<file path="config.mk">
export PLATFORM = sky130hd
export DESIGN_NAME = qrs_disc
export DESIGN_NICKNAME = d
export VERILOG_FILES = /design/src/hw/rtl/qrs_disc.sv
export SDC_FILE = /design/constraint.sdc
export NUM_CORES = 1
export LEC_CHECK = 0
export BUFFER_PORTS_ARGS = -buffer_cell sky130_fd_sc_hd__buf_2
export CAP_MARGIN = 10
export CORE_MARGIN = 1.5
export CORE_UTILIZATION = 35
export CTS_CLUSTER_SIZE = 30
export DETAILED_ROUTE_END_ITERATION = 16
export SYNTH_ARGS = -nofsm -noshare
export SYNTH_HDL_FRONTEND = slang
export SYNTH_SLANG_ARGS = --single-unit
</file>
<file path="constraint.sdc">
create_clock -name clock -period 9.35 [get_ports clock]
set_input_delay 0.935 -clock clock [delete_from_list [all_inputs] [get_ports clock]]
set_output_delay 0.935 -clock clock [all_outputs]
set_load 0.1 [all_outputs]
</file>
<file path="src/hw/rtl/qrs_disc.sv">
`timescale 1ns / 1ps
// ----------------------------------------------------------------------------
// qrs_disc
// Two-stage discriminant pipeline: products, then the exact difference.
// ----------------------------------------------------------------------------
module qrs_disc #(
   parameter int COEF_BITS = 16
) (
   input  logic                          clock,
   input  logic                          reset,
   input  logic                          advance,
   input  logic                          in_valid,
   input  logic signed [COEF_BITS-1:0]   in_a,
   input  logic signed [COEF_BITS-1:0]   in_b,
   input  logic signed [COEF_BITS-1:0]   in_c,
   output logic                          out_valid,
   output logic signed [COEF_BITS-1:0]   out_a,
   output logic signed [COEF_BITS-1:0]   out_b,
   output logic signed [2*COEF_BITS+1:0] out_disc
);

   localparam int DW = 2 * COEF_BITS + 2;
   localparam int PW = 2 * COEF_BITS;

   logic                          v1_ff;
   logic signed [COEF_BITS-1:0]   a1_ff, b1_ff;
   logic signed [2*COEF_BITS-1:0] bb_ff, ac_ff;
   logic                          v2_ff;
   logic signed [COEF_BITS-1:0]   a2_ff, b2_ff;
   logic signed [DW-1:0]          d2_ff;
   logic signed [DW-1:0]          d2_in;

   assign d2_in = DW'(bb_ff) - (DW'(ac_ff) <<< 2);

   always_ff @(posedge clock) begin
      if (reset) begin
         v1_ff <= 1'b0;
         v2_ff <= 1'b0;
      end else if (advance) begin
         v1_ff <= in_valid;
         v2_ff <= v1_ff;
      end
      if (advance) begin
         a1_ff <= in_a;
         b1_ff <= in_b;
         bb_ff <= PW'(in_b) * PW'(in_b);
         ac_ff <= PW'(in_a) * PW'(in_c);
         a2_ff <= a1_ff;
         b2_ff <= b1_ff;
         d2_ff <= d2_in;
      end
   end

   assign out_valid = v2_ff;
   assign out_a     = a2_ff;
   assign out_b     = b2_ff;
   assign out_disc  = d2_ff;

endmodule

</file>
==> results.yml <==
yosys:
  mapped_avg_cell_area_um2: 10.1
  synthFlopType: "sky130_fd_sc_hd__edfxtp_1"
  synth_cell_types: 61
  synth.net_count: 3250
  postSynth.asyncResetShare: 0
  syn_area_um2: 25300
  synth_top_cell_by_area: "sky130_fd_sc_hd__fa_1"
  synth_edf_count: 158
  post-synth-top-area-fraction: 0.393
  yosys-top-cells-area: "sky130_fd_sc_hd__fa_1 (39%), sky130_fd_sc_hd__edfxtp_1 (19%), sky130_fd_sc_hd__ha_1 (10%)"
  flip_flop_and_latch_count_after_synthesis: 160
  synth.most_common_cell: "sky130_fd_sc_hd__inv_1"
  yosys_synthesis_warning_count: 0
  postSynthCellCount: 2497
  synth.top_cells.by_count: "sky130_fd_sc_hd__inv_1 (656), sky130_fd_sc_hd__fa_1 (497), sky130_fd_sc_hd__nand2_1 (227)"
  yosysSeqAreaShare: 0.189
place:
  io_port_bufs: 117
  replace_congestion: 0.817
  dp.final_hpwl_um: 42900
global_routing:
  number_of_global_route_vias_before_repair: 17800
  global_route.overflow_total: 0
  total_global_route_track_usage: 0.156
  antenna_found_initial: 1
  grt_max_degree: 72
  grt_first_pass_wirelength_um: 90600
run:
  cap_violations: 0
clock_network:
  clock_sinks: 160
  htree_num_levels: 4
  insertion_delay_ns: 0.48
  max-clock-path-buffers: 2
  setup_repair_bufs_after_cts: 0
  root_buffer: "sky130_fd_sc_hd__clkbuf_16"
  cts_hold_repair.buffers: 0
  cts_made_buffers: 17
  clk_pin_slew_worst_paths_ns: 0.08
  cts_resized: 0
  tritoncts: "yes"
drt:
  number_of_routed_nets_with_antenna_violations: 0
  drt_pre_antenna_iters: 5
  vias: 16600
  wirelength_um: 53800
  drt-wirelength-per-cell_um: 15.2
  detail_route.vias_per_cell: 4.69
  initial_detailed_routing_violation_count: 799
  drcViolationCount: 0
timing:
  actual_slew_at_the_worst_max_slew_pin_ns: 1.13
  report.final.hold_viol_count: 0
  drv_slew: 0
  final.setup_skew_ns: 0.0145
  period_share: 0.740
  unrepaired_setup_endpoints_after_global_routing: "false"
  maxClockFrequency_mhz: 144
  min_period_ns: 6.92
  setup_violations: 0
  slew-limit-headroom: 0.236
  setup-tns-final_ns: 0
worst_setup_path:
  critPathKind: "input port to flop"
  start_kind: "input port"
  timing.critical_path.arrival_ns: 7.16
  worstPathRequired_ns: 9.59
  cp-startpoint: "in_b[15]"
  critical_path.max_fanout: 21
  timing.critical_path.to_type: "flop"
  critical_path.reg2reg.startpoint: "bb_ff[2]"
floorplan:
  core_region_area_um2: 71600
  top_level_pins: 119
  initial_core_util: 0.354
  std_cell_rows: 98
  die_width_um: 272
  die_area_um2: 74000
  die_h_um: 272
cells_and_area:
  antenna-diode-count: 0
  fill_cells: 7190
  layout.nets: 3328
  synthToLayoutAreaGrowth_pct: 8.65
  ratio_of_cells_with_drive_above_1_in_the_final_layout: 0.0641
run_status:
  status: "complete, no violations"
hold_path:
  min-delay-path-class: "flop to flop"
  hold_path.startpoint: "b1_ff[12]"
[worst max-delay path, stage by stage]
cell and delay (ns):
sky130_fd_sc_hd__buf_2 0.38, sky130_fd_sc_hd__inv_1 0.44, sky130_fd_sc_hd__nor2_1 0.33, sky130_fd_sc_hd__fa_1 0.60, sky130_fd_sc_hd__fa_1 0.56, sky130_fd_sc_hd__fa_1 0.44, sky130_fd_sc_hd__fa_1 0.51, sky130_fd_sc_hd__fa_1 0.49
sky130_fd_sc_hd__inv_1 0.05, sky130_fd_sc_hd__fa_1 0.47, sky130_fd_sc_hd__inv_1 0.04, sky130_fd_sc_hd__ha_1 0.36, sky130_fd_sc_hd__a21oi_1 0.26, sky130_fd_sc_hd__o211ai_1 0.13, sky130_fd_sc_hd__a31oi_1 0.26, sky130_fd_sc_hd__o21bai_1 0.16
sky130_fd_sc_hd__a211oi_1 0.41, sky130_fd_sc_hd__a21oi_1 0.15, sky130_fd_sc_hd__xor2_1 0.15
[layout by cell type, fill, tap and decap left out, types with 5 or more instances in the layout]
cell type	n
sky130_fd_sc_hd__mux2i_1	5
sky130_fd_sc_hd__ha_1	204
sky130_fd_sc_hd__or2_2	6
sky130_fd_sc_hd__nor3_1	21
sky130_fd_sc_hd__o31ai_1	5
sky130_fd_sc_hd__inv_1	656
sky130_fd_sc_hd__fa_1	497
sky130_fd_sc_hd__a211oi_1	8
sky130_fd_sc_hd__a31oi_1	6
sky130_fd_sc_hd__nand2_1	227
sky130_fd_sc_hd__clkbuf_16	17
sky130_fd_sc_hd__nand2b_1	18
sky130_fd_sc_hd__nor2_1	82
sky130_fd_sc_hd__edfxtp_1	158
sky130_fd_sc_hd__buf_2	116
sky130_fd_sc_hd__o21bai_1	14
sky130_fd_sc_hd__or3_1	6
sky130_fd_sc_hd__o211ai_1	7
sky130_fd_sc_hd__a21o_1	36
sky130_fd_sc_hd__o21ai_0	35
sky130_fd_sc_hd__and2_1	162
sky130_fd_sc_hd__o21ai_1	5
sky130_fd_sc_hd__xnor2_1	75
sky130_fd_sc_hd__a41o_1	5
sky130_fd_sc_hd__a31o_2	5
sky130_fd_sc_hd__and3_1	10
sky130_fd_sc_hd__o21a_1	15
sky130_fd_sc_hd__a21oi_1	64
sky130_fd_sc_hd__nand3_1	17
sky130_fd_sc_hd__xor2_1	29
sky130_fd_sc_hd__nor2b_1	10
[state kept, by name, summed over array words and instances (netlist names)]
signal and cells:
out_valid 1, bb_ff 30, ac_ff 32, out_b 16
b1_ff 16, out_a 16, a1_ff 16, out_disc 32
v1_ff 1
[through the flow]
step | utilization | instances | hold slack (ns) | instance area (um2) | setup slack, ns
2_1_floorplan | - | 2497 | 0.400 | 25300 | 2.64
3_3_place_gp | 0.375 | 3506 | 0.400 | 26900 | 2.07
3_5_place_dp | 0.375 | 3506 | 0.405 | 26900 | 1.92
4_1_cts | 0.384 | 3538 | 0.420 | 27500 | 2.49
5_1_grt | 0.384 | 3538 | 0.427 | 27500 | 2.03
6_report | 0.384 | 3538 | 0.416 | 27500 | 2.43
[cell type report]
type | count | area (um2) | area share
multi-input combinational | 1621 | 17800 | 0.649
sequential | 160 | 4780 | 0.174
inverter | 656 | 2460 | 0.0895
tap | 950 | 1190 | 0.0432
timing repair buffer | 119 | 607 | 0.0221
clock buffer | 18 | 429 | 0.0156
clock inverter | 14 | 199 | 0.00723
[final timing paths]
check / endpoint / slack (ns) / cells past startpoint
max: bb_ff[25] / 2.43 / 19
min: out_b[12] / 0.42 / 0
max reg2reg: out_disc[22] / 5.44 / 11
min reg2reg: out_b[12] / 0.42 / 0
[kinds of logic after synthesis]
group                      count (synthesis)  share of synthesized area
AOI/OAI and AO/OA                        235                     0.0621
muxes                                      5                    0.00198
buffers and inverters                    716                      0.106
and+or+nand+nor                          575                      0.111
other                                      1                   0.000148
xor gates and xnor gates                 104                     0.0360
DFF                                      160                      0.189
adders and majority gates                701                      0.494
[metal layers]
layer  vias up  routed length (um)  track usage
met1      8536               23400        0.202
li1       7739                   -            -
met5         -                   0            0
met3        64                1730       0.0197
met4         0                1070       0.0458
met2       264               27600        0.273
Power is not shown: default switching activity piles up to over one toggle a cycle in this logic, so the estimate is an artifact.
